--- config.mk ---
export PLATFORM = sky130hd
export DESIGN_NAME = time_frame_parser_top
export DESIGN_NICKNAME = d
export VERILOG_FILES = /design/src/rtl/core/tfp_pkg.sv /design/src/rtl/core/tfp_ram.sv /design/src/rtl/core/tfp_front.sv /design/src/rtl/core/tfp_queue.sv /design/src/rtl/core/tfp_back.sv /design/src/rtl/core/time_frame_parser_top.sv
export SDC_FILE = /design/constraint.sdc
export NUM_CORES = 1
export LEC_CHECK = 0
export BUFFER_PORTS_ARGS = -buffer_cell sky130_fd_sc_hd__buf_4
export CAP_MARGIN = 25
export CELL_PAD_IN_SITES_DETAIL_PLACEMENT = 0
export CELL_PAD_IN_SITES_GLOBAL_PLACEMENT = 1
export CORE_MARGIN = 4
export CORE_UTILIZATION = 30
export DETAILED_ROUTE_END_ITERATION = 12
export GPL_TIMING_DRIVEN = 0
export PLACE_DENSITY_LB_ADDON = 0.1
export SETUP_SLACK_MARGIN = 0.1
export SLEW_MARGIN = 10
export SYNTH_ARGS = -nofsm -noshare
export SYNTH_HDL_FRONTEND = slang
export SYNTH_HIERARCHICAL = 1
export SYNTH_SLANG_ARGS = --single-unit
--- constraint.sdc ---
create_clock -name i_clk -period 4.3 [get_ports i_clk]
set_clock_uncertainty 0.05 [all_clocks]
set_input_delay 0.43 -clock i_clk [delete_from_list [all_inputs] [get_ports i_clk]]
set_output_delay 0.43 -clock i_clk [all_outputs]
set_load 0.01 [all_outputs]
--- src/rtl/core/tfp_pkg.sv ---
// Shared types, constants and helpers of the time frame parser.
// No dependencies; imported by every module of the block but tfp_ram.
`default_nettype none

package tfp_pkg;

    localparam int MAX_ZONE    = 32;               // longest accepted zone name
    localparam int HDR_BYTES   = 9;
    localparam int COUNT_W     = 6;
    localparam int COUNT_MAX   = (1 << COUNT_W) - 1;
    localparam int ZONE_DEPTH  = 2 * MAX_ZONE;     // two frame buffers
    localparam int ZADDR_W     = $clog2(ZONE_DEPTH);
    localparam int Q_DEPTH     = 2;
    localparam int QPTR_W      = $clog2(Q_DEPTH);
    localparam int QCNT_W      = $clog2(Q_DEPTH + 1);
    localparam int OUT_FIELD_W = 8 + 3 + 32 + 16 + COUNT_W;
    localparam int OUT_TDATA_W = ((OUT_FIELD_W + 7) / 8) * 8;
    localparam int OUT_PAD_W   = OUT_TDATA_W - OUT_FIELD_W;
    localparam int CFG_IDX_W   = 3;

    localparam logic [7:0]         RST_MAGIC   = 8'd0;
    localparam logic [7:0]         RST_VERSION = 8'd1;
    localparam logic [31:0]        RST_FLOOR   = 32'd0;
    localparam logic signed [15:0] RST_OFS_LO  = -16'sd720;
    localparam logic signed [15:0] RST_OFS_HI  = 16'sd840;

    typedef enum logic [2:0] {
        ST_OK        = 3'd0,
        ST_SHORT     = 3'd1,
        ST_MAGIC     = 3'd2,
        ST_ZONE_LONG = 3'd3,
        ST_LENGTH    = 3'd4,
        ST_EARLY     = 3'd5,
        ST_OFFSET    = 3'd6
    } t_status;

    typedef enum logic {
        KIND_ZONE    = 1'b0,
        KIND_SUMMARY = 1'b1
    } t_kind;

    typedef enum logic [CFG_IDX_W-1:0] {
        CFG_MAGIC   = 3'd0,
        CFG_VERSION = 3'd1,
        CFG_FLOOR   = 3'd2,
        CFG_OFS_LO  = 3'd3,
        CFG_OFS_HI  = 3'd4
    } t_cfg_index;

    typedef struct packed {
        logic [7:0]         magic;
        logic [7:0]         version;
        logic [31:0]        floor;
        logic signed [15:0] ofs_lo;
        logic signed [15:0] ofs_hi;
    } t_cfg;

    // one finished frame, handed from the front end to the back end
    typedef struct packed {
        t_status              status;
        logic [31:0]          secs;
        logic [15:0]          offs;
        logic [COUNT_W-1:0]   zlen;
        logic                 bank;
    } t_desc;

    function automatic logic [ZADDR_W-1:0] zaddr(input logic bank,
                                                 input logic [COUNT_W-1:0] pos);
        logic [ZADDR_W-1:0] base;
        base = bank ? ZADDR_W'(MAX_ZONE) : '0;
        return base + ZADDR_W'(pos);
    endfunction

endpackage

`default_nettype wire

--- src/rtl/core/tfp_ram.sv ---
// Generic single-write, single-read RAM with registered read data.
// No dependencies.
`default_nettype none

module tfp_ram #(
    parameter int WIDTH = 8,
    parameter int DEPTH = 64
) (
    input  wire logic                     i_clk,
    input  wire logic                     i_we,
    input  wire logic [$clog2(DEPTH)-1:0] i_waddr,
    input  wire logic [WIDTH-1:0]         i_wdata,
    input  wire logic                     i_re,
    input  wire logic [$clog2(DEPTH)-1:0] i_raddr,
    output logic      [WIDTH-1:0]         o_rdata
);

    logic [WIDTH-1:0] r_mem [DEPTH];

    always_ff @(posedge i_clk) begin
        if (i_we) begin
            r_mem[i_waddr] <= i_wdata;
        end
        if (i_re) begin
            o_rdata <= r_mem[i_raddr];
        end
    end

endmodule

`default_nettype wire

--- src/rtl/core/tfp_front.sv ---
// Front end: counts frame bytes, keeps the header, writes zone bytes to the
// zone buffer and judges the frame on its last byte. Depends on tfp_pkg.
`default_nettype none

module tfp_front
    import tfp_pkg::*;
(
    input  wire logic               i_clk,
    input  wire logic               i_rst_n,
    input  wire t_cfg               i_cfg,
    input  wire logic               i_valid,
    output logic                    o_ready,
    input  wire logic [7:0]         i_byte,
    input  wire logic               i_last,
    input  wire logic               i_q_full,
    output logic                    o_push,
    output t_desc                   o_desc,
    output logic                    o_zone_we,
    output logic [ZADDR_W-1:0]      o_zone_addr,
    output logic [7:0]              o_zone_wdata
);

    logic [COUNT_W-1:0] r_count;
    logic               r_bank;
    logic [7:0]         r_hdr [HDR_BYTES];

    logic [7:0]         hdr [HDR_BYTES];
    logic               accept;
    logic [COUNT_W-1:0] len;
    logic [COUNT_W-1:0] zpos;
    logic               zone_wr;
    logic [31:0]        secs;
    logic signed [15:0] offs;
    logic [8:0]         want_len;
    t_status            status;

    // a queue slot free means the write-side buffer half is free too
    assign o_ready = !i_q_full;
    assign accept  = i_valid && o_ready;

    // header as it stands once the current byte is in
    always_comb begin
        for (int i = 0; i < HDR_BYTES; i++) begin
            hdr[i] = (r_count == COUNT_W'(i)) ? i_byte : r_hdr[i];
        end
    end

    assign len  = (r_count < COUNT_W'(COUNT_MAX)) ? r_count + COUNT_W'(1)
                                                  : COUNT_W'(COUNT_MAX);
    assign zpos = r_count - COUNT_W'(HDR_BYTES);
    assign zone_wr = (r_count >= COUNT_W'(HDR_BYTES)) &&
                     (r_count < COUNT_W'(COUNT_MAX)) &&
                     (zpos < COUNT_W'(MAX_ZONE));

    assign o_zone_we    = accept && zone_wr;
    assign o_zone_addr  = zaddr(r_bank, zpos);
    assign o_zone_wdata = i_byte;

    assign secs     = {hdr[5], hdr[4], hdr[3], hdr[2]};
    assign offs     = $signed({hdr[7], hdr[6]});
    assign want_len = 9'(hdr[8]) + 9'(HDR_BYTES);

    always_comb begin
        if (len < COUNT_W'(HDR_BYTES)) begin
            status = ST_SHORT;
        end else if (hdr[0] != i_cfg.magic || hdr[1] != i_cfg.version) begin
            status = ST_MAGIC;
        end else if (hdr[8] > 8'(MAX_ZONE)) begin
            status = ST_ZONE_LONG;
        end else if (want_len != 9'(len)) begin
            status = ST_LENGTH;
        end else if (secs < i_cfg.floor) begin
            status = ST_EARLY;
        end else if (offs < $signed(i_cfg.ofs_lo) || offs > $signed(i_cfg.ofs_hi)) begin
            status = ST_OFFSET;
        end else begin
            status = ST_OK;
        end
    end

    assign o_push         = accept && i_last;
    assign o_desc.status  = status;
    assign o_desc.secs    = secs;
    assign o_desc.offs    = offs;
    assign o_desc.zlen    = (status == ST_SHORT) ? '0 : hdr[8][COUNT_W-1:0];
    assign o_desc.bank    = r_bank;

    always_ff @(posedge i_clk) begin
        if (!i_rst_n) begin
            r_count <= '0;
            r_bank  <= 1'b0;
        end else if (accept) begin
            if (i_last) begin
                r_count <= '0;
                r_bank  <= !r_bank;
            end else begin
                r_count <= len;
            end
        end
    end

    always_ff @(posedge i_clk) begin
        for (int i = 0; i < HDR_BYTES; i++) begin
            if (accept && r_count == COUNT_W'(i)) begin
                r_hdr[i] <= i_byte;
            end
        end
    end

endmodule

`default_nettype wire

--- src/rtl/core/tfp_queue.sv ---
// Two-entry frame queue between front and back end; the head stays until
// the back end loads the frame's summary into its output. Uses tfp_pkg.
`default_nettype none

module tfp_queue
    import tfp_pkg::*;
(
    input  wire logic  i_clk,
    input  wire logic  i_rst_n,
    input  wire logic  i_push,
    input  wire t_desc i_desc,
    input  wire logic  i_pop,
    output logic       o_full,
    output logic       o_empty,
    output t_desc      o_head
);

    t_desc             r_q [Q_DEPTH];
    logic [QPTR_W-1:0] r_wptr;
    logic [QPTR_W-1:0] r_rptr;
    logic [QCNT_W-1:0] r_cnt;

    function automatic logic [QPTR_W-1:0] ptr_inc(input logic [QPTR_W-1:0] p);
        return (p == QPTR_W'(Q_DEPTH - 1)) ? '0 : p + QPTR_W'(1);
    endfunction

    assign o_full  = (r_cnt == QCNT_W'(Q_DEPTH));
    assign o_empty = (r_cnt == '0);
    assign o_head  = r_q[r_rptr];

    always_ff @(posedge i_clk) begin
        if (!i_rst_n) begin
            r_wptr <= '0;
            r_rptr <= '0;
            r_cnt  <= '0;
        end else begin
            if (i_push) begin
                r_wptr <= ptr_inc(r_wptr);
            end
            if (i_pop) begin
                r_rptr <= ptr_inc(r_rptr);
            end
            if (i_push && !i_pop) begin
                r_cnt <= r_cnt + QCNT_W'(1);
            end else if (i_pop && !i_push) begin
                r_cnt <= r_cnt - QCNT_W'(1);
            end
        end
    end

    always_ff @(posedge i_clk) begin
        if (i_push) begin
            r_q[r_wptr] <= i_desc;
        end
    end

endmodule

`default_nettype wire

--- src/rtl/core/tfp_back.sv ---
// Back end: plays out a finished frame, zone bytes from the buffer first
// if it passed, then the summary, via a registered output. Uses tfp_pkg.
`default_nettype none

module tfp_back
    import tfp_pkg::*;
(
    input  wire logic                   i_clk,
    input  wire logic                   i_rst_n,
    input  wire logic                   i_empty,
    input  wire t_desc                  i_head,
    output logic                        o_pop,
    output logic                        o_re,
    output logic [ZADDR_W-1:0]          o_raddr,
    input  wire logic [7:0]             i_rdata,
    output logic                        o_valid,
    input  wire logic                   i_ready,
    output logic [OUT_TDATA_W-1:0]      o_tdata,
    output logic                        o_tuser,
    output logic                        o_tlast
);

    typedef enum logic [1:0] {
        S_IDLE,
        S_FETCH,
        S_SUM
    } t_state;

    t_state                   r_state, n_state;
    logic [COUNT_W-1:0]       r_idx, n_idx;
    logic                     r_valid, n_valid;
    logic [OUT_TDATA_W-1:0]   r_tdata, n_tdata;
    logic                     r_tuser, n_tuser;
    logic                     r_tlast, n_tlast;
    logic                     out_free;
    logic                     ok;

    assign out_free = !r_valid || i_ready;
    assign ok       = (i_head.status == ST_OK);

    always_comb begin
        n_state = r_state;
        n_idx   = r_idx;
        n_valid = r_valid && !i_ready;
        n_tdata = r_tdata;
        n_tuser = r_tuser;
        n_tlast = r_tlast;
        o_pop   = 1'b0;
        o_re    = 1'b0;
        o_raddr = zaddr(i_head.bank, r_idx);
        case (r_state)
            S_IDLE: begin
                if (!i_empty) begin
                    if (ok && i_head.zlen != '0) begin
                        o_re    = 1'b1;
                        o_raddr = zaddr(i_head.bank, '0);
                        n_idx   = COUNT_W'(1);
                        n_state = S_FETCH;
                    end else begin
                        n_state = S_SUM;
                    end
                end
            end
            S_FETCH: begin
                // read data holds until it is loaded into the output
                if (out_free) begin
                    n_valid = 1'b1;
                    n_tuser = KIND_ZONE;
                    n_tlast = 1'b0;
                    n_tdata = {{OUT_PAD_W{1'b0}}, {COUNT_W{1'b0}}, 16'd0, 32'd0,
                               ST_OK, i_rdata};
                    if (r_idx < i_head.zlen) begin
                        o_re    = 1'b1;
                        n_idx   = r_idx + COUNT_W'(1);
                    end else begin
                        n_state = S_SUM;
                    end
                end
            end
            S_SUM: begin
                if (out_free) begin
                    n_valid = 1'b1;
                    n_tuser = KIND_SUMMARY;
                    n_tlast = 1'b1;
                    n_tdata = {{OUT_PAD_W{1'b0}}, i_head.zlen,
                               ok ? i_head.offs : 16'd0,
                               ok ? i_head.secs : 32'd0,
                               i_head.status, 8'd0};
                    o_pop   = 1'b1;
                    n_state = S_IDLE;
                end
            end
            default: begin
                n_state = S_IDLE;
            end
        endcase
    end

    always_ff @(posedge i_clk) begin
        if (!i_rst_n) begin
            r_state <= S_IDLE;
            r_idx   <= '0;
            r_valid <= 1'b0;
        end else begin
            r_state <= n_state;
            r_idx   <= n_idx;
            r_valid <= n_valid;
            r_tdata <= n_tdata;
            r_tuser <= n_tuser;
            r_tlast <= n_tlast;
        end
    end

    assign o_valid = r_valid;
    assign o_tdata = r_tdata;
    assign o_tuser = r_tuser;
    assign o_tlast = r_tlast;

endmodule

`default_nettype wire

--- src/rtl/core/time_frame_parser_top.sv ---
// Top level of the time frame parser: configuration registers, front end, frame queue,
// zone buffer RAM and back end. Depends on tfp_pkg and each tfp_* module but tfp_checker.
//
//  channel   direction  handshake                 payload
//  s (bytes) in         i_s_tvalid / o_s_tready   tdata[7:0] data_byte, tlast end_of_frame
//  m (items) out        o_m_tvalid / i_m_tready   tdata see port, tuser item_kind,
//                                                 tlast run_end
//  cfg       in         i_cfg_valid / o_cfg_ready i_cfg_index, i_cfg_data
//
// Bytes are taken one per cycle while fewer than two finished frames wait to
// be played out; the zone buffer has one half per waiting frame.
// The back end emits one result per cycle when i_m_tready is high, except while idle,
// where it takes a frame and, if zone bytes follow, issues the first zone buffer read.
// Reset (synchronous, active low) clears counters, queue and output valid, loads
// the reset configuration; header and zone buffers are not cleared.
// A stalled output only stops the back end; the front keeps taking bytes
// until the queue is full.
`default_nettype none

module time_frame_parser_top
    import tfp_pkg::*;
(
    input  wire logic                   i_clk,
    input  wire logic                   i_rst_n,
    input  wire logic                   i_s_tvalid,
    output logic                        o_s_tready,
    input  wire logic [7:0]             i_s_tdata,   // [7:0] data_byte
    input  wire logic                   i_s_tlast,
    output logic                        o_m_tvalid,
    input  wire logic                   i_m_tready,
    // [7:0] zone_char, [10:8] status, [42:11] utc_seconds,
    // [58:43] offset_minutes, [64:59] zone_length, [71:65] zero
    output logic [OUT_TDATA_W-1:0]      o_m_tdata,
    output logic                        o_m_tuser,   // [0] item_kind
    output logic                        o_m_tlast,
    input  wire logic                   i_cfg_valid,
    output logic                        o_cfg_ready,
    input  wire logic [CFG_IDX_W-1:0]   i_cfg_index,
    input  wire logic [31:0]            i_cfg_data
);

    t_cfg               r_cfg;
    logic               push, pop, q_full, q_empty;
    t_desc              desc, head;
    logic               zone_we, zone_re;
    logic [ZADDR_W-1:0] zone_waddr, zone_raddr;
    logic [7:0]         zone_wdata, zone_rdata;

    assign o_cfg_ready = 1'b1;

    always_ff @(posedge i_clk) begin
        if (!i_rst_n) begin
            r_cfg.magic   <= RST_MAGIC;
            r_cfg.version <= RST_VERSION;
            r_cfg.floor   <= RST_FLOOR;
            r_cfg.ofs_lo  <= RST_OFS_LO;
            r_cfg.ofs_hi  <= RST_OFS_HI;
        end else if (i_cfg_valid) begin
            case (i_cfg_index)
                CFG_MAGIC:   r_cfg.magic   <= i_cfg_data[7:0];
                CFG_VERSION: r_cfg.version <= i_cfg_data[7:0];
                CFG_FLOOR:   r_cfg.floor   <= i_cfg_data;
                CFG_OFS_LO:  r_cfg.ofs_lo  <= i_cfg_data[15:0];
                CFG_OFS_HI:  r_cfg.ofs_hi  <= i_cfg_data[15:0];
                default: begin
                end
            endcase
        end
    end

    tfp_front u_front (
        .i_clk        (i_clk),
        .i_rst_n      (i_rst_n),
        .i_cfg        (r_cfg),
        .i_valid      (i_s_tvalid),
        .o_ready      (o_s_tready),
        .i_byte       (i_s_tdata),
        .i_last       (i_s_tlast),
        .i_q_full     (q_full),
        .o_push       (push),
        .o_desc       (desc),
        .o_zone_we    (zone_we),
        .o_zone_addr  (zone_waddr),
        .o_zone_wdata (zone_wdata)
    );

    tfp_queue u_queue (
        .i_clk   (i_clk),
        .i_rst_n (i_rst_n),
        .i_push  (push),
        .i_desc  (desc),
        .i_pop   (pop),
        .o_full  (q_full),
        .o_empty (q_empty),
        .o_head  (head)
    );

    tfp_ram #(
        .WIDTH (8),
        .DEPTH (ZONE_DEPTH)
    ) u_zone_ram (
        .i_clk   (i_clk),
        .i_we    (zone_we),
        .i_waddr (zone_waddr),
        .i_wdata (zone_wdata),
        .i_re    (zone_re),
        .i_raddr (zone_raddr),
        .o_rdata (zone_rdata)
    );

    tfp_back u_back (
        .i_clk   (i_clk),
        .i_rst_n (i_rst_n),
        .i_empty (q_empty),
        .i_head  (head),
        .o_pop   (pop),
        .o_re    (zone_re),
        .o_raddr (zone_raddr),
        .i_rdata (zone_rdata),
        .o_valid (o_m_tvalid),
        .i_ready (i_m_tready),
        .o_tdata (o_m_tdata),
        .o_tuser (o_m_tuser),
        .o_tlast (o_m_tlast)
    );

endmodule

`default_nettype wire

==> impl_metrics.tcl, run 1 <==
set metrics [dict create \
    status "finished clean" \
    syn_inst 2347 \
    met2_usage_pct 26.9 \
    synth-seq-area-share_pct 67.9 \
    coreArea_um2 123000 \
    die-area_um2 130000 \
    hold_viol 0 \
    track_usage_pct 16.7 \
    hold_class "input pin to flop" \
    r2r_setup_slack_ps 150 \
    worst_pin_slew_ps 1030 \
    tritoncts "built" \
    finalNetCount 2760 \
    timing.final.crit_share_pct 96.5 \
    ys_warn_count 6 \
    synth_seq_cells 875 \
    slew_violations 0 \
    htree_levels 3 \
    dpl.cell_count 4106 \
    path_clk_slew_ps 70 \
    numCtsBuffers 102 \
    drc 0 \
    clock-sinks 875 \
    busiest_layer "met2" \
    utilization_pct 36.8 \
    seqPwrFrac_pct 43.8 \
    finalWirelength_um 110000 \
    die_x_um 360 \
    synth_edf_count 774 \
    final_area_um2 45100 \
    place_area_um2 40300 \
    overflow 0 \
    clockBufferDepth 3 \
    max_freq_mhz 241 \
    path_class "flop to flop" \
    maxCapViolations 0 \
    die_h_um 360 \
    worstHoldPathCells 1 \
    cp_data_arrival_time_ps 4500 \
    switching_share_pct 25.4 \
    rows 128 \
    drt_pass1_iterations 5 \
    power.net_switching_mw 5.57 \
    vias 21400 \
    r2r-end "u_zone_ram/o_rdata[5]" \
    start_util_pct 30.4 \
    end_kind "flop" \
    async_flop_share_pct 0 \
    dp_hpwl_um 75200 \
    drive_above_1_share_pct 26.2 \
    diodes 0 \
    reg2reg_depth 13 \
    ys.flop_type "edfxtp_1" \
    min-delay-start "i_s_tdata[4]" \
    grt_pass1_vias 22100 \
    ant_nets 0 \
    p_per_area_nw_per_um2 486 \
    finalCriticalPeriod_ps 4150 \
    netlist_area_um2 37200 \
    syn_avg_cell_area_um2 15.8 \
    clkPwrFrac_pct 40.8 \
    clock_latency_ps 700 \
    routedWlPerCell_um 25.3 \
    ir_drop_uv 323 \
    grt_antenna_before_repair 4 \
    cp-start-kind "flop" \
    ios 126 \
    drt_iter0_drc 1515 \
    gp_congestion 0.814 \
    hold_end "u_front/r_hdr[0][52]" \
    synth.most_common_cell "edfxtp_1" \
    grt_max_degree 65 \
    grt_util_met1_pct 22.8 \
    combPwrFrac_pct 15.3 \
    post_drt_via_cell_ratio 4.93 \
    synth_common_cells "774 x edfxtp_1, 170 x nand2_1, 126 x mux4_2" \
    synth_top_area_cell "edfxtp_1" \
    relSlewSlack_pct 30.9 \
    final_cells 4343 \
    area_growth_pct 21.2 \
    ys_types 85 \
    setup_violations 0 \
    crit_fanout 10 \
    port_buffers 117 \
    p_int_mw 16.3 \
    grt_util_met3_pct 3.35 \
    grt_pass1_wl_um 158000 \
    leakage_nw 15.1 \
    rsz0062_at_grt "yes" \
    cts_root_buffer "clkbuf_16" \
    cp.required_ps 4650 \
    synth_top_area_share_pct 62.5 \
    synthTopCellsByArea "edfxtp_1 62%, mux4_2 7.6%, dfxtp_1 5.4%" \
]
## logic make-up (layout without fill, tap and decap cells)
kind of cell | count (synthesis) | in the layout | share of synthesized area [%]
buffers and inverters | 231 | 596 | 3.03
multiplexers | 342 | 342 | 13.8
adder cells (fa/ha/maj) | 79 | 79 | 2.66
AO/OA/AOI/OAI | 219 | 219 | 4.13
other | 2 | 8 | 0.0202
XOR/XNOR | 34 | 34 | 0.801
AND/OR/NAND/NOR | 565 | 565 | 7.64
flip-flops | 875 | 875 | 67.9
## stage by stage
stage               hold WS (ps)  TNS [ps]  power (mW)  setup slack [ps]
finish                      80.8         0        21.9               153
detailed placement           398    -21370        12.9             -1920
floorplan                    385         0        11.7               182
global route                39.2         0        22.8              90.1
CTS                         21.8         0        22.2               100
global placement             395   -168550        12.8             -2970
## worst max-delay path, stage by stage (launching register included)
cell and delay, ps:
dfxtp_4 370, buf_4 180, buf_6 190, mux2_2 400
nor3_2 220, nand4b_1 170, buf_4 190, and2_2 240
buf_12 170, buf_16 180, mux4_2 490, nor2b_1 170
a2111oi_2 610, o41ai_4 200
## layout by cell type, fill, tap and decap left out, types with 20 or more instances in the layout
master / count
nand2_1: 166
nor2_1: 116
nand3_1: 31
inv_1: 97
o21ai_0: 22
clkbuf_1: 58
a21oi_1: 34
ha_1: 78
edfxtp_1: 774
nand4_1: 20
mux4_2: 126
buf_4: 165
mux2i_1: 103
clkbuf_16: 103
dlygate4sd3_1: 29
mux2_2: 96
dfxtp_1: 99
and2_1: 21
xor2_1: 20
and3_1: 56
nor2b_1: 59
## cell type report
cell class / instances / area (µm²)
clock buffers: 121 / 2670
repair buffers: 175 / 1480
plain buffers: 133 / 1040
flip-flops and latches: 875 / 25300
fillers: 11600 / 77400
multi-input cells: 1247 / 11400
well taps: 1625 / 2030
inverters: 98 / 372
clock inverters: 69 / 836
## power groups by stage
stage / clock [mW] / combinational (mW) / sequential, mW
6_report: 8.95 / 3.36 / 9.60
5_1_grt: 9.56 / 3.59 / 9.62
4_1_cts: 9.22 / 3.36 / 9.61
3_5_place_dp: 0 / 3.06 / 9.79
3_3_place_gp: 0 / 3.00 / 9.81
2_1_floorplan: 0 / 1.85 / 9.81
## layer usage
layer	up-vias	routed length, µm
met5	-	0
met4	0	3310
met3	172	5860
met2	540	51300
met1	11100	49300
li1	9590	-
## timing repair
item	CTS	global route
endpoints found under the setup margin	38	14
hold endpoints to repair	30	0
gates resized for setup	162	56
pin swaps	7	8
setup buffers	12	3
hold buffers	29	0
## worst max-delay path by stage
stage	cells past startpoint	start	endpoint	slack (ps)
after global routing	14	u_front/r_count[0]	u_queue/r_q[0][56]	90
after floorplan	4	u_queue/r_cnt[0]	u_queue/r_q[0][0]	180
final	13	flop	u_zone_ram/o_rdata[5]	150
after CTS	15	u_front/r_count[0]	u_queue/r_q[0][57]	100
after global placement	13	flop	u_zone_ram/o_rdata[6]	-2970
after detailed placement	10	flop	u_zone_ram/o_rdata[5]	-1920
## sequential cells by signal, indices dropped and copies added, names as in the netlist, 2 cells and up, named ones only
| signal | flops |
|---|---|
| r_cfg | 80 |
| u_back/o_tdata | 65 |
| u_back/r_idx | 6 |
| u_back/r_state | 2 |
| u_front/r_count | 6 |
| u_front/r_hdr | 72 |
| u_queue/r_cnt | 2 |
| u_queue/r_q | 116 |
| u_zone_ram/o_rdata | 8 |
| u_zone_ram/r_mem | 512 |
No activity file was read; power rests on OpenSTA's default activity.
==> run 2: changes to the inputs <==
==> constraint.sdc (replaced) <==
create_clock -name i_clk -period 5.3 [get_ports i_clk]
set_clock_uncertainty 0.05 [all_clocks]
set_input_delay 0.53 -clock i_clk [delete_from_list [all_inputs] [get_ports i_clk]]
set_output_delay 0.53 -clock i_clk [all_outputs]
set_load 0.01 [all_outputs]
==> run 2 against run 1 <==
  * Hold slack got worse by 24 ps
  * Cell count fell by 0.76%
  * Via count fell by 0.78%
  * Design area fell by 2.3%
  * Flip-flop and latch count did not move
  * Critical path depth did not move
  * Total power fell by 20%
  * Global-route usage barely moved
  * Die area did not move
==> impl_metrics.tcl, run 2 (synthesis gave the netlist of run 1 again) <==
set metrics [dict create \
    clkPwrFrac_pct 41.4 \
    gp_congestion 0.814 \
    drt_pass1_iterations 5 \
    max_freq_mhz 195 \
    path_clk_slew_ps 60 \
    power.net_switching_mw 4.44 \
    die_h_um 360 \
    cp-start-kind "flop" \
    cp.required_ps 5640 \
    holdWs_ps 57.2 \
    n_fill_cell 11700 \
    worstHoldPathCells 3 \
    reg2reg_depth 13 \
    clock-sinks 875 \
    reg.largest.list "u_zone_ram/r_mem x512, u_queue/r_q x116, r_cfg x80" \
    fin_ws_ps 183 \
    timing.final.crit_share_pct 96.5 \
    r2r_setup_slack_ps 180 \
    ant_nets 0 \
    die-area_um2 130000 \
    clock_latency_ps 700 \
    overflow 0 \
    dp_hpwl_um 75200 \
    slew_violations 0 \
    routedWlPerCell_um 25.4 \
    finalNetCount 2727 \
    combPwrFrac_pct 14.1 \
    vias 21200 \
    grt_antenna_before_repair 4 \
    rows 128 \
    tritoncts "built" \
    die_x_um 360 \
    final_cell_mix "774 x edfxtp_1, 170 x nand2_1, 168 x buf_4" \
    htree_levels 3 \
    seqPwrFrac_pct 44.5 \
    min-delay-start "i_cfg_data[18]" \
    setup_violations 0 \
    status "finished clean" \
    crit_fanout 10 \
    port_buffers 117 \
    worst_pin_slew_ps 1130 \
    leakage_nw 14.8 \
    r2r-end "u_zone_ram/o_rdata[3]" \
    place_ws_ps -921 \
    grt_pass1_vias 21900 \
    hold_end "r_cfg[50]" \
    grt_pass1_wl_um 158000 \
    diodes 0 \
    grt_max_degree 65 \
    layout_commonest_cell "edfxtp_1" \
    regMostFlops "u_zone_ram/r_mem" \
    hold_class "input pin to flop" \
    area_growth_pct 18.4 \
    track_usage_pct 16.6 \
    cp_data_arrival_time_ps 5450 \
    finalWirelength_um 109000 \
    relSlewSlack_pct 22.7 \
    p_total_mw 17.5 \
    coreArea_um2 123000 \
    hold_viol 0 \
    ios 126 \
    drc 0 \
    post_drt_via_cell_ratio 4.93 \
    ir_drop_uv 263 \
    p_int_mw 13.1 \
    drt_iter0_drc 1398 \
    maxCapViolations 0 \
    drive_above_1_share_pct 23.5 \
    start_util_pct 30.4 \
    tns_ps 0 \
    path_class "flop to flop" \
    p_per_area_nw_per_um2 398 \
    clockBufferDepth 3 \
    finalCriticalPeriod_ps 5120 \
    end_kind "flop" \
    numCtsBuffers 102 \
    rsz0062_at_grt "no" \
    cts_root_buffer "clkbuf_16" \
    switching_share_pct 25.4 \
    largest_reg_flops 512 \
]
## run 2: worst max-delay path by stage
| stage | cells past startpoint | slack (ps) | end | startpoint |
|---|---|---|---|---|
| 6_report | 13 | 180 | u_zone_ram/o_rdata[3] | flop |
| 3_3_place_gp | 13 | -1970 | u_zone_ram/o_rdata[6] | flop |
| 2_1_floorplan | 4 | 1180 | u_queue/r_q[0][0] | u_queue/r_cnt[0] |
| 4_1_cts | 16 | 170 | u_zone_ram/o_rdata[5] | flop |
| 3_5_place_dp | 10 | -920 | u_zone_ram/o_rdata[5] | flop |
| 5_1_grt | 16 | 120 | u_zone_ram/o_rdata[2] | flop |
## run 2: metal layers
| layer | track usage (%) | share of wire, % |
|---|---|---|
| met1 | 22.9 | 45 |
| met3 | 2.99 | 5.1 |
| met4 | 4.27 | 2.5 |
| met5 | 0 | 0 |
| met2 | 27.1 | 47 |
## run 2: power by group through the flow
stage,Clock [mW],Combinational [mW],Sequential (mW)
after floorplan,0,1.50,7.96
after global placement,0,2.44,7.96
after detailed placement,0,2.49,7.94
after CTS,7.48,2.52,7.80
after global routing,7.76,2.65,7.81
final,7.26,2.46,7.80
## run 2: layout make-up
cell class	count	area, µm²	area share [%]
well taps	1625	2030	4.62
inverters	98	372	0.844
plain buffers	133	791	1.80
repair buffers	142	1150	2.61
multi-input cells	1247	10900	24.8
flip-flops and latches	875	25300	57.4
clock inverters	69	836	1.90
clock buffers	121	2670	6.05
## run 2: timing repair
| action | 4_1_cts | 5_1_grt |
|---|---|---|
| hold buffers | 7 | 0 |
| endpoints found under the hold margin | 7 | 0 |
| setup buffers | 3 | 2 |
| setup endpoints to repair | 14 | 9 |
| resized for setup | 26 | 7 |
## run 2: through the flow
step / cells / area, µm² / utilization, %
6_report: 4310 / 44000 / 35.9
5_1_grt: 4310 / 44000 / 35.9
3_5_place_dp: 4106 / 40300 / 32.9
3_3_place_gp: 4095 / 40100 / 32.8
4_1_cts: 4306 / 44000 / 35.9
2_1_floorplan: 2353 / 37200 / -
## run 2: worst max-delay path, stage by stage, from the launching register on
cell and delay [ps]:
dfxtp_2 470, clkbuf_4 300, mux2_2 430, nor4_4 400, nand2_1 130, nand4b_1 140
buf_4 160, and2_1 180, buf_6 250, buf_12 220, mux4_2 580, nor2b_1 160
a2111oi_0 1000, o41ai_2 290
==> run 3: changes to the inputs <==
--- a/config.mk
+++ b/config.mk
@@ -5,12 +5,13 @@
 export SDC_FILE = /design/constraint.sdc
 export NUM_CORES = 1
 export LEC_CHECK = 0
-export BUFFER_PORTS_ARGS = -buffer_cell sky130_fd_sc_hd__buf_4
+export BUFFER_PORTS_ARGS = -buffer_cell sky130_fd_sc_hd__buf_2
 export CAP_MARGIN = 25
 export CELL_PAD_IN_SITES_DETAIL_PLACEMENT = 0
 export CELL_PAD_IN_SITES_GLOBAL_PLACEMENT = 1
 export CORE_MARGIN = 4
 export CORE_UTILIZATION = 30
+export CTS_BUF_LIST = sky130_fd_sc_hd__clkbuf_16
 export DETAILED_ROUTE_END_ITERATION = 12
 export GPL_TIMING_DRIVEN = 0
 export PLACE_DENSITY_LB_ADDON = 0.1
==> run 3 against run 2 <==
  * Wire length decreased by 0.42%
  * Total power decreased by 3.7%
  * Design area decreased by 1.5%
  * Clock power decreased by 8.3%
  * Hold slack improved by 5.2 ps
  * Largest power group unchanged
  * Global-route usage about the same
  * Sequential power about the same
  * Flip-flop and latch count unchanged
  * Critical path type unchanged
  * Clock-buffer cell count decreased by 23
  * Critical path depth unchanged
  * Die area unchanged
  * Combinational power decreased by 2%
==> impl_metrics.tcl, run 3 (synthesis gave the netlist of run 1 again) <==
set metrics [dict create \
    numCtsBuffers 98 \
    clockBufferDepth 3 \
    drt_pass1_iterations 5 \
    post_drt_via_cell_ratio 4.95 \
    end_kind "flop" \
    area_growth_pct 16.7 \
    status "finished clean" \
    finalCriticalPeriod_ps 5100 \
    diodes 0 \
    path_class "flop to flop" \
    path_depth 13 \
    drc 0 \
    tns_ps 0 \
    layout_commonest_cell "edfxtp_1" \
    p_per_area_nw_per_um2 389 \
    relSlewSlack_pct 19.6 \
    setup_violations 0 \
    crit_path_end "u_zone_ram/o_rdata[3]" \
    die-area_um2 130000 \
    r2r_setup_slack_ps 200 \
    clock-sinks 875 \
    worst_pin_slew_ps 1180 \
    track_usage_pct 16.6 \
    cp_data_arrival_time_ps 5420 \
    critical-path-top-delay-family "compound AO/OA/AOI/OAI gates" \
    maxCapViolations 0 \
    tritoncts "built" \
    r2r-end "u_zone_ram/o_rdata[3]" \
    seqPwrFrac_pct 46.2 \
    combPwrFrac_pct 14.3 \
    path_clk_slew_ps 60 \
    drt_iter0_drc 1556 \
    gp_congestion 0.804 \
    routedWlPerCell_um 25.4 \
    cts_root_buffer "clkbuf_16" \
    finalWirelength_um 109000 \
    coreArea_um2 123000 \
    hold_class "input pin to flop" \
    cp.required_ps 5610 \
    rows 128 \
    cp-start-kind "flop" \
    reg.largest.list "u_zone_ram/r_mem x512, u_queue/r_q x116, r_cfg x80" \
    dp_hpwl_um 75600 \
    largest_reg_flops 512 \
    die_x_um 360 \
    critical_path_buf_inv_count 4 \
    grt_max_degree 65 \
    switching_share_pct 25.6 \
    hold_viol 0 \
    cp_cell_sequence "clkbuf_4 > mux2_2 > nor4_4 > nand2_1 > nand4b_1 > buf_4 > and2_1 > buf_6 > buf_12 > mux4_2 > nor2b_1 > a2111oi_0 > o41ai_2" \
    leakage_nw 14.6 \
    regMostFlops "u_zone_ram/r_mem" \
    crit_fanout 10 \
    clock_latency_ps 670 \
    slowest_delay_ps 1030 \
    die_h_um 360 \
    rsz0062_at_grt "no" \
    grt_antenna_before_repair 5 \
    slew_violations 0 \
    clkPwrFrac_pct 39.5 \
    power.net_switching_mw 4.33 \
    timing.final.crit_share_pct 96.3 \
    grt_pass1_vias 22000 \
    holdWs_ps 62.4 \
    ir_drop_uv 242 \
    n_fill_cell 11700 \
    finalNetCount 2717 \
    htree_levels 3 \
    drive_above_1_share_pct 23.4 \
    grt_pass1_wl_um 158000 \
    p_total_mw 16.9 \
    final_cell_mix "774 x edfxtp_1, 170 x nand2_1, 140 x buf_2" \
    start_util_pct 30.4 \
    ant_nets 0 \
    reg2reg_depth 13 \
    vias 21300 \
    p_int_mw 12.6 \
    ios 126 \
    port_buffers 117 \
    slowest_stage "a2111oi_0" \
    overflow 0 \
    max_freq_mhz 196 \
]
-- run 3: changes by cell type in the layout (fill, tap and decap cells not counted), sizes merged, moves of 4 or more --
| cell | before | now |
|---|---|---|
| inv | 99 | 118 |
| clkinvlp | 10 | 4 |
| clkinv | 43 | 47 |
| bufinv | 15 | 10 |
| dlygate4sd3 | 7 | 2 |
| clkbuf | 179 | 157 |
-- run 3: worst min-delay path by stage --
stage,to,from,slack [ps],cells after the start
finish,r_cfg[50],i_cfg_data[18],60,3
global route,r_cfg[48],i_cfg_data[16],40,3
CTS,r_cfg[50],i_cfg_data[18],2,3
detailed placement,r_cfg[38],r_cfg[38],400,2
global placement,r_cfg[18],r_cfg[18],390,2
floorplan,r_cfg[17],r_cfg[17],380,2
-- run 3: power by group through the flow --
stage                     combinational (mW)  clock [mW]  sequential [mW]
after global placement                  2.39           0             7.96
after global routing                    2.60        7.19             7.81
final                                   2.42        6.66             7.80
after CTS                               2.46        6.89             7.80
after detailed placement                2.44           0             7.94
after floorplan                         1.50           0             7.96
-- run 3: per-layer routing --
metal / global-route usage (%) / vias up / part of all wire (%)
met5: 0 / - / 0
met4: 4.33 / 0 / 2.5
met3: 2.72 / 147 / 4.7
met2: 27.4 / 555 / 47
met1: 22.9 / 11000 / 45
li1: - / 9509 / -
-- run 3: area by class of cell --
class,count,area (µm²),area share (%)
plain buffers,133,801,1.85
flip-flops and latches,875,25300,58.2
repair buffers,136,806,1.86
clock buffers,98,2450,5.65
clock inverters,81,719,1.66
inverters,98,372,0.856
multi-input cells,1247,11000,25.2
well taps,1625,2030,4.68
-- run 3: per-stage QoR --
step	cell area (µm²)	cells	setup WS, ps	util [%]
final	43400	4293	197	35.4
after global routing	43400	4293	109	35.4
after CTS	43300	4289	119	35.4
after detailed placement	40000	4106	-1020	32.7
after global placement	39800	4095	-1740	32.5
after floorplan	37200	2353	1180	-
-- run 3: worst register-to-register path, cell delays in order (launching register included) --
cell       delay (ps)
dfxtp_2           490
clkbuf_4          310
mux2_2            430
nor4_4            410
nand2_1           140
nand4b_1          140
buf_4             150
and2_1            180
buf_6             240
buf_12            240
mux4_2            580
nor2b_1           160
a2111oi_0        1030
o41ai_2           240
-- run 3: what timing repair did --
| item | in CTS | in global routing |
|---|---|---|
| setup endpoints to repair | 14 | 11 |
| buffers inserted | 2 | 2 |
| gates cloned | 0 | 0 |
| endpoints found under the hold margin | 2 | 0 |
| hold buffers | 2 | 0 |
| gates resized for setup | 30 | 16 |
